<file path="src/rtl/swap_slot_allocator_core_defines.svh">
// Assertion macros shared by the swap slot allocator RTL.
// Depends on nothing; included by modules that carry concurrent assertions.
`ifndef SWAP_SLOT_ALLOCATOR_CORE_DEFINES_SVH
`define SWAP_SLOT_ALLOCATOR_CORE_DEFINES_SVH

// Same-cycle implication, checked on every rising clock edge out of reset.
`define SSA_ASSERT_IMP(lbl, clk, rst_n, ante, cons, msg) \
  lbl: assert property (@(posedge clk) disable iff (!rst_n) (ante) |-> (cons)) else $error(msg);

// Next-cycle implication, checked on every rising clock edge out of reset.
`define SSA_ASSERT_NEXT(lbl, clk, rst_n, ante, cons, msg) \
  lbl: assert property (@(posedge clk) disable iff (!rst_n) (ante) |=> (cons)) else $error(msg);

`endif

</file>
<file path="src/rtl/ssa_pkg.sv">
// Types, codes and sizing constants for the swap slot allocator.
// Depends on nothing; used by the top level and the bench, not by ssa_ram.
`timescale 1ns / 1ps

package ssa_pkg;

  // Sizing of the slot map and the page geometry.
  localparam int unsigned SLOTS        = 1024;
  localparam int unsigned PAGE_SECTORS = 8;
  localparam int unsigned PAGE_BYTES   = 4096;
  localparam int unsigned SECTOR_BYTES = 512;

  // The free map is held as words of WORD_BITS slots each.
  localparam int unsigned WORD_BITS = 32;
  localparam int unsigned ROWS      = (SLOTS + WORD_BITS - 1) / WORD_BITS;
  localparam int unsigned BIT_W     = $clog2(WORD_BITS);
  localparam int unsigned ROW_W     = (ROWS > 1) ? $clog2(ROWS) : 1;
  localparam int unsigned CNT_W     = (PAGE_SECTORS > 1) ? $clog2(PAGE_SECTORS) : 1;

  // Field widths.
  localparam int unsigned SLOT_W   = 10;
  localparam int unsigned SECTOR_W = 13;
  localparam int unsigned FRAME_W  = 20;
  localparam int unsigned ADDR_W   = 32;
  localparam int unsigned CFG_W    = 11;

  // Configuration port.
  localparam int unsigned PADDR_W = 3;
  localparam int unsigned PDATA_W = 32;
  localparam logic REG_SLOTS_PRESENT = 1'b0;  // register index, from paddr[2]
  localparam logic [CFG_W-1:0] SLOTS_PRESENT_RESET = CFG_W'(1024);

  // Operation codes; the last one is unused and produces nothing.
  localparam logic [1:0] OP_SWAP_OUT = 2'd0;
  localparam logic [1:0] OP_SWAP_IN  = 2'd1;
  localparam logic [1:0] OP_FREE     = 2'd2;
  localparam logic [1:0] OP_RESERVED = 2'd3;

  // Command kinds.
  localparam logic [1:0] KIND_NONE  = 2'd0;
  localparam logic [1:0] KIND_WRITE = 2'd1;
  localparam logic [1:0] KIND_READ  = 2'd2;

  // Status codes.
  localparam logic [1:0] STAT_OK       = 2'd0;
  localparam logic [1:0] STAT_FULL     = 2'd1;
  localparam logic [1:0] STAT_UNUSED   = 2'd2;
  localparam logic [1:0] STAT_RANGE    = 2'd3;

  typedef struct packed {
    logic [1:0]         opcode;
    logic [SLOT_W-1:0]  slot_index;
    logic [FRAME_W-1:0] frame_number;
  } cmd_t;

  typedef struct packed {
    logic [SLOT_W-1:0]   slot_number;
    logic [SECTOR_W-1:0] sector_number;
    logic [ADDR_W-1:0]   memory_address;
    logic [1:0]          command_kind;
    logic [1:0]          status;
    logic                last;
  } result_t;

  // Position of the lowest set bit of a word; zero when the word is empty.
  function automatic logic [BIT_W-1:0] lowest_set(input logic [WORD_BITS-1:0] w);
    logic [BIT_W-1:0] pos;
    pos = '0;
    for (int i = WORD_BITS - 1; i >= 0; i--) begin
      if (w[i]) begin
        pos = BIT_W'(i);
      end
    end
    return pos;
  endfunction

endpackage

</file>
<file path="src/rtl/ssa_ram.sv">
// Generic single-write, single-read RAM with a registered read port.
// Depends on nothing; holds the slot free map for the allocator.
`timescale 1ns / 1ps

module ssa_ram #(
  parameter int unsigned WIDTH = 32,
  parameter int unsigned DEPTH = 32
) (
  input  logic                             clk_i,
  input  logic                             we_i,
  input  logic [(DEPTH > 1 ? $clog2(DEPTH) : 1)-1:0] waddr_i,
  input  logic [WIDTH-1:0]                 wdata_i,
  input  logic                             re_i,
  input  logic [(DEPTH > 1 ? $clog2(DEPTH) : 1)-1:0] raddr_i,
  output logic [WIDTH-1:0]                 rdata_o
);

  logic [WIDTH-1:0] mem_q [DEPTH];

  // One write and one registered read per cycle.
  always_ff @(posedge clk_i) begin
    if (we_i) begin
      mem_q[waddr_i] <= wdata_i;
    end
    if (re_i) begin
      rdata_o <= mem_q[raddr_i];
    end
  end

endmodule

</file>
<file path="src/rtl/swap_slot_allocator_core.sv">
// Top level of the swap slot allocator: command port, sequencer and free map.
// Depends on ssa_pkg, ssa_ram and swap_slot_allocator_core_defines.svh.
`timescale 1ns / 1ps
`include "swap_slot_allocator_core_defines.svh"

// A command is taken when start_i is high and busy_o is low. Results come out
// one per cycle on result_o, marked by result_valid_o; the receiver cannot
// stall them, and the final result of a command has last set. The free map is
// one RAM word of 32 slots per row, and a single read port scans one word per
// cycle, so a swap-out scans upward from word 0 until it finds a free slot and
// then emits 8 sector commands. A swap-out that finds no free slot scans every
// word that holds a usable slot, at least one, before it reports the full status.
// A swap-in also emits 8 sector commands; a free, an unassigned slot or a bad
// index gives a single status result, and an unused opcode gives no result.
// Rows of the map that were never written read as all free, so the map is
// usable directly after reset with no clearing pass.
module swap_slot_allocator_core (
  input  logic                          clk_i,
  input  logic                          rst_ni,
  // Command channel.
  input  logic                          start_i,
  output logic                          busy_o,
  input  ssa_pkg::cmd_t                 cmd_i,
  // Result channel.
  output logic                          result_valid_o,
  output ssa_pkg::result_t              result_o,
  // Configuration port.
  input  logic                          psel,
  input  logic                          penable,
  input  logic                          pwrite,
  input  logic [ssa_pkg::PADDR_W-1:0]   paddr,
  input  logic [ssa_pkg::PDATA_W-1:0]   pwdata,
  output logic [ssa_pkg::PDATA_W-1:0]   prdata,
  output logic                          pready
);

  localparam logic [2:0] S_IDLE   = 3'd0;
  localparam logic [2:0] S_SCAN   = 3'd1;
  localparam logic [2:0] S_CHECK  = 3'd2;
  localparam logic [2:0] S_REPORT = 3'd3;
  localparam logic [2:0] S_EMIT   = 3'd4;

  localparam int unsigned WB  = ssa_pkg::WORD_BITS;
  localparam int unsigned RW  = ssa_pkg::ROW_W;
  localparam int unsigned BW  = ssa_pkg::BIT_W;
  localparam int unsigned CW  = ssa_pkg::CFG_W;
  localparam int unsigned HW  = CW - BW;
  localparam int unsigned CNT_W_L = ssa_pkg::CNT_W;

  logic [2:0]                      state_q, state_d;
  logic [CW-1:0]                   slots_present_q;
  logic [1:0]                      op_q, op_d;
  logic [ssa_pkg::SLOT_W-1:0]      slot_q, slot_d;
  logic [ssa_pkg::SECTOR_W-1:0]    sector_q, sector_d;
  logic [ssa_pkg::ADDR_W-1:0]      addr_q, addr_d;
  logic [1:0]                      kind_q, kind_d;
  logic [1:0]                      status_q, status_d;
  logic [CNT_W_L-1:0]              cnt_q, cnt_d;
  logic [RW-1:0]                   word_q, word_d;
  logic [RW-1:0]                   rd_row_q;
  logic [ssa_pkg::ROWS-1:0]        row_valid_q;

  logic [CW-1:0]                   limit;
  logic [HW-1:0]                   lim_hi;
  logic [BW-1:0]                   lim_lo;
  logic [WB-1:0]                   limit_mask;
  logic [WB-1:0]                   rd_word;
  logic [WB-1:0]                   masked;
  logic [BW-1:0]                   first_bit;
  logic [HW-1:0]                   next_word;
  logic                            scan_more;
  logic [RW-1:0]                   idx_row;
  logic [BW-1:0]                   slot_bit;
  logic                            ram_re;
  logic [RW-1:0]                   ram_raddr;
  logic                            ram_we;
  logic [RW-1:0]                   ram_waddr;
  logic [WB-1:0]                   ram_wdata;
  logic [WB-1:0]                   ram_rdata;
  logic                            accept;
  logic                            cfg_write;
  logic                            emit_last;

  // Configuration register; the register index is the word address bit.
  assign pready    = 1'b1;
  assign cfg_write = psel && penable && pwrite && pready;

  always_ff @(posedge clk_i or negedge rst_ni) begin
    if (!rst_ni) begin
      slots_present_q <= ssa_pkg::SLOTS_PRESENT_RESET;
    end else if (cfg_write && (paddr[2] == ssa_pkg::REG_SLOTS_PRESENT)) begin
      slots_present_q <= pwdata[CW-1:0];
    end
  end

  always_comb begin
    prdata = '0;
    if (paddr[2] == ssa_pkg::REG_SLOTS_PRESENT) begin
      prdata = ssa_pkg::PDATA_W'(slots_present_q);
    end
  end

  // Usable slot count and the mask of usable slots in the word being scanned.
  assign limit  = (slots_present_q > CW'(ssa_pkg::SLOTS)) ? CW'(ssa_pkg::SLOTS)
                                                          : slots_present_q;
  assign lim_hi = limit[CW-1:BW];
  assign lim_lo = limit[BW-1:0];

  always_comb begin
    if (HW'(word_q) < lim_hi) begin
      limit_mask = '1;
    end else if (HW'(word_q) == lim_hi) begin
      limit_mask = (WB'(1) << lim_lo) - WB'(1);
    end else begin
      limit_mask = '0;
    end
  end

  // Another word holds usable slots when it lies below the limit.
  assign next_word = HW'(word_q) + HW'(1);
  assign scan_more = (next_word < lim_hi) || ((next_word == lim_hi) && (lim_lo != '0));

  // Rows never written read as all free.
  assign rd_word   = row_valid_q[rd_row_q] ? ram_rdata : '1;
  assign masked    = rd_word & limit_mask;
  assign first_bit = ssa_pkg::lowest_set(masked);

  assign idx_row  = cmd_i.slot_index[ssa_pkg::SLOT_W-1:BW];
  assign slot_bit = slot_q[BW-1:0];

  assign accept    = start_i && !busy_o;
  assign busy_o    = (state_q != S_IDLE);
  assign emit_last = (cnt_q == CNT_W_L'(ssa_pkg::PAGE_SECTORS - 1));

  // Read address: prefetch the next word while scanning, else row 0 for a swap-out and the command's row otherwise.
  always_comb begin
    ram_re = 1'b1;
    if (state_q == S_SCAN) begin
      ram_raddr = word_q + RW'(1);
    end else if (cmd_i.opcode == ssa_pkg::OP_SWAP_OUT) begin
      ram_raddr = '0;
    end else begin
      ram_raddr = idx_row;
    end
  end

  // Sequencer.
  always_comb begin
    state_d   = state_q;
    op_d      = op_q;
    slot_d    = slot_q;
    sector_d  = sector_q;
    addr_d    = addr_q;
    kind_d    = kind_q;
    status_d  = status_q;
    cnt_d     = cnt_q;
    word_d    = word_q;
    ram_we    = 1'b0;
    ram_waddr = word_q;
    ram_wdata = rd_word;
    unique case (state_q)
      S_IDLE: begin
        if (accept) begin
          op_d   = cmd_i.opcode;
          slot_d = cmd_i.slot_index;
          addr_d = ssa_pkg::ADDR_W'(cmd_i.frame_number)
                   * ssa_pkg::ADDR_W'(ssa_pkg::PAGE_BYTES);
          cnt_d  = '0;
          word_d = '0;
          if (cmd_i.opcode == ssa_pkg::OP_SWAP_OUT) begin
            state_d = S_SCAN;
          end else if ((cmd_i.opcode == ssa_pkg::OP_SWAP_IN) ||
                       (cmd_i.opcode == ssa_pkg::OP_FREE)) begin
            if (CW'(cmd_i.slot_index) >= limit) begin
              status_d = ssa_pkg::STAT_RANGE;
              state_d  = S_REPORT;
            end else begin
              state_d = S_CHECK;
            end
          end
        end
      end
      S_SCAN: begin
        if (masked != '0) begin
          // Lowest usable free slot found: mark it used.
          slot_d    = ssa_pkg::SLOT_W'({word_q, first_bit});
          sector_d  = ssa_pkg::SECTOR_W'({word_q, first_bit})
                      * ssa_pkg::SECTOR_W'(ssa_pkg::PAGE_SECTORS);
          kind_d    = ssa_pkg::KIND_WRITE;
          ram_we    = 1'b1;
          ram_waddr = word_q;
          ram_wdata = rd_word & ~(WB'(1) << first_bit);
          state_d   = S_EMIT;
        end else if (scan_more) begin
          word_d = word_q + RW'(1);
        end else begin
          slot_d   = '0;
          status_d = ssa_pkg::STAT_FULL;
          state_d  = S_REPORT;
        end
      end
      S_CHECK: begin
        if (rd_word[slot_bit]) begin
          status_d = ssa_pkg::STAT_UNUSED;
          state_d  = S_REPORT;
        end else begin
          // Release the slot; a swap-in then reads its sectors back.
          ram_we    = 1'b1;
          ram_waddr = slot_q[ssa_pkg::SLOT_W-1:BW];
          ram_wdata = rd_word | (WB'(1) << slot_bit);
          if (op_q == ssa_pkg::OP_SWAP_IN) begin
            sector_d = ssa_pkg::SECTOR_W'(slot_q)
                       * ssa_pkg::SECTOR_W'(ssa_pkg::PAGE_SECTORS);
            kind_d   = ssa_pkg::KIND_READ;
            state_d  = S_EMIT;
          end else begin
            status_d = ssa_pkg::STAT_OK;
            state_d  = S_REPORT;
          end
        end
      end
      S_REPORT: begin
        state_d = S_IDLE;
      end
      S_EMIT: begin
        sector_d = sector_q + ssa_pkg::SECTOR_W'(1);
        addr_d   = addr_q + ssa_pkg::ADDR_W'(ssa_pkg::SECTOR_BYTES);
        cnt_d    = cnt_q + CNT_W_L'(1);
        if (emit_last) begin
          state_d = S_IDLE;
        end
      end
      default: begin
        state_d = S_IDLE;
      end
    endcase
  end

  // Control state.
  always_ff @(posedge clk_i or negedge rst_ni) begin
    if (!rst_ni) begin
      state_q     <= S_IDLE;
      row_valid_q <= '0;
    end else begin
      state_q <= state_d;
      if (ram_we) begin
        row_valid_q[ram_waddr] <= 1'b1;
      end
    end
  end

  // Working registers of the current command.
  always_ff @(posedge clk_i) begin
    op_q     <= op_d;
    slot_q   <= slot_d;
    sector_q <= sector_d;
    addr_q   <= addr_d;
    kind_q   <= kind_d;
    status_q <= status_d;
    cnt_q    <= cnt_d;
    word_q   <= word_d;
    rd_row_q <= ram_raddr;
  end

  // Free map storage.
  ssa_ram #(
    .WIDTH (ssa_pkg::WORD_BITS),
    .DEPTH (ssa_pkg::ROWS)
  ) u_map (
    .clk_i   (clk_i),
    .we_i    (ram_we),
    .waddr_i (ram_waddr),
    .wdata_i (ram_wdata),
    .re_i    (ram_re),
    .raddr_i (ram_raddr),
    .rdata_o (ram_rdata)
  );

  // Result transfer.
  always_comb begin
    result_valid_o = 1'b0;
    result_o       = '0;
    result_o.slot_number = slot_q;
    if (state_q == S_EMIT) begin
      result_valid_o          = 1'b1;
      result_o.sector_number  = sector_q;
      result_o.memory_address = addr_q;
      result_o.command_kind   = kind_q;
      result_o.status         = ssa_pkg::STAT_OK;
      result_o.last           = emit_last;
    end else if (state_q == S_REPORT) begin
      result_valid_o        = 1'b1;
      result_o.command_kind = ssa_pkg::KIND_NONE;
      result_o.status       = status_q;
      result_o.last         = 1'b1;
    end
  end

  // Checks on the sequencer.
  `SSA_ASSERT_NEXT(a_accept_busy, clk_i, rst_ni, accept && (cmd_i.opcode != ssa_pkg::OP_RESERVED), busy_o, "accepted command did not raise busy")
  `SSA_ASSERT_IMP(a_map_write_state, clk_i, rst_ni, ram_we, (state_q == S_SCAN) || (state_q == S_CHECK), "free map written outside scan or check")
  `SSA_ASSERT_IMP(a_none_zero, clk_i, rst_ni, result_valid_o && (result_o.command_kind == ssa_pkg::KIND_NONE), (result_o.sector_number == '0) && (result_o.memory_address == '0), "result without command carries sector or address")
  `SSA_ASSERT_IMP(a_error_last, clk_i, rst_ni, result_valid_o && (result_o.status != ssa_pkg::STAT_OK), result_o.last, "error result is not the last of its command")
  `SSA_ASSERT_NEXT(a_last_idle, clk_i, rst_ni, result_valid_o && result_o.last, !busy_o, "block stayed busy after the last result")

endmodule

</file>
<file path="config.mk">
export PLATFORM = sky130hd
export DESIGN_NAME = swap_slot_allocator_core
export DESIGN_NICKNAME = d
export VERILOG_FILES = /design/src/rtl/ssa_pkg.sv /design/src/rtl/ssa_ram.sv /design/src/rtl/swap_slot_allocator_core.sv
export VERILOG_INCLUDE_DIRS = /design/src /design/src/rtl
export SDC_FILE = /design/constraint.sdc
export NUM_CORES = 1
export LEC_CHECK = 0
export BUFFER_PORTS_ARGS = -buffer_cell sky130_fd_sc_hd__buf_4
export CAP_MARGIN = 0
export CORE_MARGIN = 5
export CORE_UTILIZATION = 35
export CTS_CLUSTER_DIAMETER = 150
export DETAILED_ROUTE_END_ITERATION = 8
export PLACE_DENSITY = 0.47
export SLEW_MARGIN = 10
export SYNTH_ARGS = -nofsm -noshare
export SYNTH_HDL_FRONTEND = slang
export SYNTH_SLANG_ARGS = --single-unit
</file>
<file path="constraint.sdc">
create_clock -name clk_i -period 18.5 [get_ports clk_i]
set_input_delay 1.85 -clock clk_i [delete_from_list [all_inputs] [get_ports clk_i]]
set_output_delay 1.85 -clock clk_i [all_outputs]
set_load 0.005 [all_outputs]
</file>
== Word level (Yosys, flattened, before mapping) ==
Memory sizes are Yosys's and may differ from the RTL's. A register that Yosys moved wholly into a read port is not among the register bits.
Index checks and enable logic that the tools add are counted.
Operators by class
  add/subtract/negate cells: 6
  $lt $le $gt $ge: 8
  equal/unequal tests: 24
  shifts and indexed selects: 3
  muxes and demuxes: 99
  bitwise gates (word level): 6
  reductions and logical operators: 27
Operators by type and width (count)
  5-bit two-way mux: 40
  32-bit two-way mux: 6
  32-bit one-hot mux with 2 select lines: 2
  1-bit by 5-bit left shift with 32-bit output, first input constant: 3
  32-bit bitwise AND: 2
  32-bit OR: 2
  45-bit two-way mux: 1
  13-bit two-way mux: 3
  13-bit one-hot mux with 3 select lines: 1
  32-bit by 10-bit adder with 32-bit output, second input constant: 1
  32-bit NOT: 1
  32-bit nonzero test: 1
  32-bit by 2-bit subtractor with 32-bit output, second input constant: 1
  10-bit two-way mux: 3
  3-bit two-way mux: 10
  11-bit two-way mux: 2
  2-bit two-way mux: 11
  2-bit inequality test, second input constant: 10
  10-bit one-hot mux with 2 select lines: 1
  5-bit by 6-bit less-than comparator with 1-bit output, second input constant: 3
  4-bit AND reduction: 4
  13-bit by 1-bit adder with 13-bit output, second input constant: 1
  3-bit one-hot mux with 4 select lines: 1
  10-bit by 11-bit greater-or-equal comparator with 1-bit output: 1
  other kinds (37): 62
Word-level totals
  register bits: 120
  bits in writable memories: 1024
  word-level logic and storage cells: 186
  memories kept: 1
Memory list
  u_map.mem_q: words 32, width 32, read ports 1, clocked after memory_dff 1, wr ports 1, line ssa_ram.sv:18  | logic [WIDTH-1:0] mem_q [DEPTH];

== Longest topological paths before layout ==
Gate-level depths: netlist (run 1).
  depth after elaboration: 44
  mapped depth: 20
  gate-level depth less buffers: 15

== Cells and area by module ==
From an unflattened synthesis (run 1), not the netlist that was laid out.
Unflattened totals
  cells, all modules: 3436
  area, all modules: 50851.3 um^2
By module, submodules not included
  ssa_ram: instances 1, cells each 2260, area an instance 40812.9 um^2
  swap_slot_allocator_core: instances 1, cells each 1176, area an instance 10038.4 um^2

== Worst setup path after synthesis (run 1) ==
No wires, ideal clock.
  path type: register -> register
  from: register slots_present_q[10]
  to: memory u_map.mem_q[28][0], enable pin
  setup time: 0.461 ns
  arrival time: 6.120 ns
  required time: 18.039 ns
  setup slack: 11.919 ns
  cell stages (with the launch flop): 18
  path buffers: 6
  period minus slack after synthesis: 6.581 ns
  cells stage by stage: dfstp_2 -> buf_2 -> buf_2 -> clkbuf_1 -> nor2_1 -> nand3_1 -> ha_1 -> clkbuf_1 -> clkbuf_1 -> o211ai_1 -> nor4_1 -> nor4_1 -> o31ai_1 -> nor2_1 -> a311oi_4 -> buf_4 -> nor2_1 -> nor3_1
On the way
  cells in the longest elaborated chain, start to end: 12
Ends and longest elaborated chain
  start: declaration: line swap_slot_allocator_core.sv:51  | logic [CW-1:0] slots_present_q;
  start signal: assignment: line swap_slot_allocator_core.sv:90  | slots_present_q <= ssa_pkg::SLOTS_PRESENT_RESET;
  start signal: assignment: line swap_slot_allocator_core.sv:92  | slots_present_q <= pwdata[CW-1:0];
  11-bit greater-than comparator: line swap_slot_allocator_core.sv:104  | assign limit = (slots_present_q > CW'(ssa_pkg::SLOTS)) ? CW'(ssa_pkg::SLOTS)
  11-bit two-way mux *: line swap_slot_allocator_core.sv:104
  1-bit by 5-bit left shift with 32-bit output: line swap_slot_allocator_core.sv:113  | limit_mask = (WB'(1) << lim_lo) - WB'(1);
  32-bit by 2-bit subtractor with 32-bit output: line swap_slot_allocator_core.sv:113
  32-bit two-way mux: line swap_slot_allocator_core.sv:112  | end else if (HW'(word_q) == lim_hi) begin
  32-bit two-way mux *: line swap_slot_allocator_core.sv:110  | if (HW'(word_q) < lim_hi) begin
  32-bit bitwise AND *: line swap_slot_allocator_core.sv:125  | assign masked = rd_word & limit_mask;
  32-bit nonzero test *: line swap_slot_allocator_core.sv:184  | if (masked != '0) begin
  1-bit two-way mux *: line swap_slot_allocator_core.sv:184
  1-bit one-hot mux with 2 select lines *: line swap_slot_allocator_core.sv:161  | unique case (state_q)
  1-bit two-way mux *: line ssa_ram.sv:22  | if (we_i) begin
  1-bit two-way mux (implied by the code) *: line ssa_ram.sv:23  | mem_q[waddr_i] <= wdata_i;
  end: declaration: line ssa_ram.sv:18
Mark *: on every way between the ends. The rest lies on a longest branch, timed or not.

== Final worst setup path (run 1) ==
  from: register slots_present_q[10]
  to: memory u_map.mem_q[22][1], enable pin
Same word-level chain as after synthesis.

==> impl_metrics.csv, run 1 <==
group,metric,value,unit
global_route,antenna_found_initial,2,
floorplan,ios,168,
setup_path,cp-start-kind,"flip-flop",
clocking,path_clk_slew,0.05,ns
logic_synthesis,netlist_area,0.0514,mm²
setup_path,r2r-end,"u_map.mem_q[22][1]",
floorplan,die_w,393,µm
floorplan,fp-row-count,140,
timing,relSlewSlack,0.184,
placed_design,dp_hpwl,87900,µm
timing,final_hold_viol_count,0,
floorplan,core_region_area,0.146,mm²
floorplan,die_area,0.155,mm²
clocking,cts_tree,"built",
setup_path,cp_max_fo,34,
hold_path,worst_hold_path.num_cells,1,
placed_design,place.port_buffers,113,
timing,finalSetupViolCount,0,
setup_path,r2r_cells,14,
logic_synthesis,synth-simple-area-share,0.187,
clocking,post-cts-setup-buffer-count,0,
final_layout,drive_gt1_frac,0.122,
flow_run,max_cap_violations,0,
logic_synthesis,synthFlopType,"edfxtp_1",
logic_synthesis,synth_top_family_by_area,"simple AND/OR/NAND/NOR gates",
clocking,cts.sinks,1167,
floorplan,start_util,0.353,
clocking,cts_htree_levels,4,
status,status,"finished clean",
routing,via_per_inst,5.50,
power_and_ir_drop,total_power,9.19,mW
clocking,clockBufferDepth,3,
global_route,grt_overflow,0,
hold_path,hold_end,"row_valid_q[26]",
power_and_ir_drop,leakagePower,20.3,nW
routing,wl_per_cell,25.5,µm
final_layout,antenna_cells,0,
hold_path,min_path_type,"flip-flop to flip-flop",
logic_synthesis,ys_types,109,
logic_synthesis,synthAdderAreaFrac,0.00706,
logic_synthesis,ys_seq_area_frac,0.670,
logic_synthesis,synthArstFlopShare,0.0394,
clocking,holdBufCountCts,0,
clocking,clk_latency,0.76,ns
setup_path,crit_required,18.88,ns
setup_path,rrSetupSlack,10.92,ns
power_and_ir_drop,p_per_area,157,mW/mm²
timing,tightest_slew,1.21,ns
placed_design,place.gp.congestion,0.886,
timing,skew,0.0279,ns
logic_synthesis,ys_ff_latch,1167,
global_route,grt_pass1_wl,236000,µm
logic_synthesis,synth_xor_area_frac,0.00645,
timing,finalCritPeriodShare,0.410,
clocking,cts-resized-gates,0,
routing,drc,0,
global_route,grt_pass1_vias,33660,
setup_path,arrival,7.96,ns
logic_synthesis,ys_warn_count,0,
setup_path,cp-end-kind,"flip-flop",
logic_synthesis,syn_inst,4338,
setup_path,r2r-start,"slots_present_q[10]",
timing,fin_hold_ws,0.466,ns
routing,routed_wirelength,164000,µm
logic_synthesis,synth_edf_count,1084,
hold_path,min_from,"row_valid_q[26]",
logic_synthesis,syn_avg_cell_area,11.8,µm²
setup_path,crit_type,"flip-flop to flip-flop",
routing,drt_iter0_markers,3070,
power_and_ir_drop,ir_drop,0.108,mV
global_route,grt_util_all_layers,0.208,
final_layout,final_nets,4498,
clocking,cts-root-buf,"clkbuf_16",
final_layout,syn_to_final_growth,14.2,%
timing,rsz0062_at_grt,"false",
routing,firstDrtPassIters,5,
logic_synthesis,synth_compound_area_frac,0.0883,
logic_synthesis,muxShareOfSynthArea,0.0104,
timing,timing.setup.tns,0,ns
timing,slew_viol_final,0,
timing,finalCriticalPeriod,7.58,ns
global_route,grt_max_degree,149,
floorplan,die_h,393,µm
routing,antenna_left,0,
timing,fmax,0.132,GHz
clocking,cts_buffers,130,
routing,via_count,35259,
## flip-flops by register name (all words and copies together), names as in the netlist
register         cells
addr_q              23
cnt_q                3
kind_q               2
op_q                 2
rd_row_q             5
row_valid_q         32
sector_q            13
slot_q              10
slots_present_q     11
state_q              3
status_q             2
u_map.mem_q       1024
u_map.rdata_o       32
word_q               5
## metrics by stage
stage	instances	setup slack (ns)	instance area (µm²)	utilization
6_report	6409	10.92	58700	0.402
5_1_grt	6409	10.62	58700	0.402
4_1_cts	6409	11.02	58600	0.402
3_5_place_dp	6181	11.05	54600	0.375
3_3_place_gp	6181	11.06	54600	0.375
2_1_floorplan	4367	11.92	51500	-
## layer usage
layer  routed length [µm]  global-route usage
met3                 9840              0.0296
met4                 4660              0.0624
met5                    0                   0
met1                73400               0.295
met2                75700               0.333
## layout make-up
class                           count  area (µm²)
Sequential cell                  1167       34400
Clock buffer                      163        3490
Clock inverter                     65         528
Fill cell                       13851       87100
Timing Repair Buffer              224        1730
Multi-Input combinational cell   2842       15900
Tap cell                         1917        2400
Inverter                           31         133
## synth_stat cells, types with 13 or more instances
cell / instances / share of area
nand2_1: 1118 / 0.082
nand3_1: 559 / 0.054
xnor2_1: 13 / 0.0022
nor2_1: 136 / 0.0099
xor2_1: 23 / 0.0039
buf_4: 37 / 0.0054
inv_1: 28 / 0.0020
a22oi_1: 19 / 0.0028
dfrtp_1: 45 / 0.022
mux2i_1: 17 / 0.0033
a31oi_1: 45 / 0.0055
and3_1: 120 / 0.015
dfxtp_1: 37 / 0.014
ha_1: 29 / 0.0071
a311oi_1: 167 / 0.028
a21o_1: 41 / 0.0060
edfxtp_1: 1084 / 0.63
o21a_1: 18 / 0.0026
buf_1: 21 / 0.0015
clkbuf_1: 243 / 0.018
a211oi_1: 20 / 0.0029
nor2b_1: 25 / 0.0030
buf_2: 19 / 0.0019
a21oi_1: 42 / 0.0041
nand2b_1: 20 / 0.0024
o21ai_1: 13 / 0.0013
o21ai_0: 64 / 0.0062
a221o_1: 26 / 0.0051
nor3_1: 32 / 0.0031
## cell usage in the layout, fill, tap and decap left out, types with 29 or more instances in the layout
cell       count
nand2_1     1117
edfxtp_1    1084
nand3_1      559
buf_4        220
a311oi_1     167
clkbuf_16    133
and3_1       120
nor2_1       107
o21ai_0       64
dfrtp_1       45
a31oi_1       43
a21o_1        40
dfxtp_1       37
conb_1        31
ha_1          29
## worst max-delay path, cell delays in order, from the launching register on
cell and delay, ns:
dfstp_2 1.02, inv_1 0.48, nand2_1 0.29, ha_1 0.29
a21o_1 0.16, a21oi_1 0.66, a21o_1 0.81, a211oi_1 0.20
a22o_1 0.33, o32ai_2 0.25, nor4_4 0.15, a311oi_4 0.83
nor2_1 0.34, nor2_4 0.79, buf_4 0.56
## power breakdown
part / total, mW / leakage [nW] / switching [mW] / internal [mW]
clock network: 2.47 / 1.97 / 1.04 / 1.43
registers: 3.75 / 10.5 / 0.228 / 3.52
logic: 2.97 / 7.82 / 2.10 / 0.870
## how the worst max path moves through the flow
stage | startpoint | endpoint | cells past startpoint | slack, ns
after global routing | slots_present_q[10] | u_map.mem_q[20][19] | 14 | 10.62
after detailed placement | slots_present_q[10] | u_map.mem_q[20][11] | 14 | 11.05
final | slots_present_q[10] | u_map.mem_q[22][1] | 14 | 10.92
after CTS | slots_present_q[10] | u_map.mem_q[20][11] | 14 | 11.02
after global placement | slots_present_q[10] | u_map.mem_q[20][11] | 14 | 11.06
after floorplan | slots_present_q[10] | u_map.mem_q[28][0] | 17 | 11.92
## cells by family after synthesis
group | after synthesis
flip-flops | 1167
multiplexers | 39
AO/OA/AOI/OAI | 584
adder cells (fa/ha/maj) | 29
AND/OR/NAND/NOR | 2122
XOR/XNOR | 37
buffers and inverters | 358
other | 2
No activity file was read; power rests on OpenSTA's default activity.
==> run 2: changes to the inputs <==
==> constraint.sdc (replaced) <==
create_clock -name clk_i -period 7.7 [get_ports clk_i]
set_input_delay 0.77 -clock clk_i [delete_from_list [all_inputs] [get_ports clk_i]]
set_output_delay 0.77 -clock clk_i [all_outputs]
set_load 0.005 [all_outputs]
==> impl_metrics.csv, run 2 (synthesis results as in run 1) <==
group,metric,value,unit
timing,slew_viol_final,0,
timing,skew,0.0274,ns
final_layout,drive_gt1_frac,0.127,
floorplan,start_util,0.353,
final_layout,final_nets,4517,
clocking,cts_buffers,131,
power_and_ir_drop,leakagePower,20.5,nW
clocking,cts-resized-gates,0,
timing,tightest_slew,1.21,ns
routing,antenna_left,0,
clocking,clk_latency,0.76,ns
clocking,cts.sinks,1167,
global_route,grt_overflow,0,
power_and_ir_drop,combinationalPowerShare,0.327,
clocking,holdBufCountCts,0,
timing,rsz0062_at_grt,"false",
routing,drc,0,
global_route,grt_pass1_wl,234000,µm
power_and_ir_drop,ir_drop,0.249,mV
routing,routed_wirelength,160000,µm
final_layout,top_regs,"u_map.mem_q x1024, row_valid_q x32, u_map.rdata_o x32",
final_layout,layout_commonest_cell,"nand2_1",
setup_path,cp_max_fo,23,
final_layout,final_cell_mix,"nand2_1, edfxtp_1, nand3_1, buf_4, a311oi_1",
timing,final_hold_viol_count,0,
power_and_ir_drop,power.share.clock,0.270,
global_route,grt_max_degree,144,
global_route,use_met3,0.0304,
floorplan,core_region_area,0.146,mm²
routing,wl_per_cell,24.9,µm
floorplan,die_area,0.155,mm²
global_route,grt_util_met2,0.327,
floorplan,die_w,393,µm
routing,via_count,35477,
global_route,grt_util_all_layers,0.204,
clocking,post-cts-setup-buffer-count,0,
global_route,grt_busiest_layer,"met2",
placed_design,place.port_buffers,113,
routing,via_per_inst,5.51,
hold_path,min_path_type,"primary input to async pin",
placed_design,dp_cells,6199,
timing,timing.setup.tns,0,ns
global_route,met1_usage,0.289,
setup_path,crit_required,8.11,ns
timing,finalCritPeriodShare,0.833,
clocking,cts-root-buf,"clkbuf_16",
floorplan,ios,168,
global_route,antenna_found_initial,2,
power_and_ir_drop,p_per_area,377,mW/mm²
timing,fmax,0.156,GHz
final_layout,largest_reg_flops,1024,
clocking,clockBufferDepth,3,
routing,drt_iter0_markers,3176,
setup_path,cp-end-kind,"flip-flop",
routing,firstDrtPassIters,7,
setup_path,crit_type,"flip-flop to flip-flop",
final_layout,top_register,"u_map.mem_q",
clocking,cts_tree,"built",
floorplan,die_h,393,µm
floorplan,fp-row-count,140,
power_and_ir_drop,p_sw,8.26,mW
clocking,path_clk_slew,0.05,ns
power_and_ir_drop,swShare,0.370,
flow_run,max_cap_violations,0,
placed_design,place.gp.congestion,0.864,
timing,relSlewSlack,0.189,
timing,finalCriticalPeriod,6.42,ns
setup_path,cp-start-kind,"flip-flop",
clocking,cts_htree_levels,4,
placed_design,dp_hpwl,88600,µm
power_and_ir_drop,power_frac_seq,0.403,
final_layout,syn_to_final_growth,15.2,%
status,status,"finished clean",
timing,finalSetupViolCount,0,
power_and_ir_drop,p_int,14.1,mW
global_route,grt_pass1_vias,34105,
setup_path,arrival,6.83,ns
final_layout,layoutNonFillerInstCount,6443,
[run 2: path summary, 6_finish.rpt]
| path | startpoint | endpoint | slack, ns | cells past startpoint |
|---|---|---|---|---|
| max in group asynchronous | rst_ni | slots_present_q[6] | 7.17 | 1 |
| setup reg to reg | slots_present_q[0] | u_map.mem_q[12][11] | 1.28 | 14 |
| min in group clk_i | cmd_i[30] | op_q[0] | 0.22 | 1 |
| hold reg to reg | row_valid_q[25] | row_valid_q[25] | 0.46 | 1 |
| hold / removal | rst_ni | row_valid_q[24] | 0.06 | 1 |
| setup / recovery | slots_present_q[0] | u_map.mem_q[12][11] | 1.28 | 14 |
[run 2: routing by layer]
metal | routed length, µm | part of all wire | up-vias
met3 | 9310 | 0.058 | 207
met2 | 74400 | 0.46 | 1082
met4 | 3760 | 0.023 | 0
met5 | 0 | 0 | -
li1 | - | - | 16219
met1 | 72800 | 0.45 | 17969
[run 2: per-stage QoR]
step	utilization	instance area, µm²	power [mW]	hold WS (ns)	setup WS, ns
after floorplan	-	51500	13.5	0.433	1.12
after global placement	0.378	55100	16.4	0.448	1.49
after detailed placement	0.378	55100	16.4	0.452	1.43
after CTS	0.406	59200	22.5	0.0239	1.40
after global routing	0.406	59200	23.4	0.0796	0.988
final	0.406	59200	22.3	0.0598	1.28
[run 2: worst max-delay path, stage by stage (launching register included)]
cell and delay [ns]:
dfrtp_1 0.86, nor3_2 0.19, a21oi_1 0.31, ha_1 0.62, o31a_1 0.26, a31oi_1 0.06, a2111oi_0 0.57, a211oi_1 0.19
a22o_1 0.32, o32ai_2 0.26, nor4_4 0.14, a311oi_4 0.91, nor2_1 0.46, nor2_4 0.56, buf_12 0.30
[run 2: power by group through the flow]
stage          clock, mW  combinational (mW)  sequential (mW)
6_report            6.04                7.30             8.99
5_1_grt             6.44                7.98             9.01
4_1_cts             6.19                7.36             8.96
3_5_place_dp           0                7.34             9.09
3_3_place_gp           0                7.32             9.09
2_1_floorplan          0                4.61             8.85
[run 2: area by class of cell]
cell class,count,area (µm²)
Timing Repair Buffer,242,2170
Fill cell,13772,86500
Clock buffer,177,3640
Multi-Input combinational cell,2842,15900
Antenna cell,1,2.50
Clock inverter,66,490
Sequential cell,1167,34400
Inverter,31,133
Tap cell,1917,2400
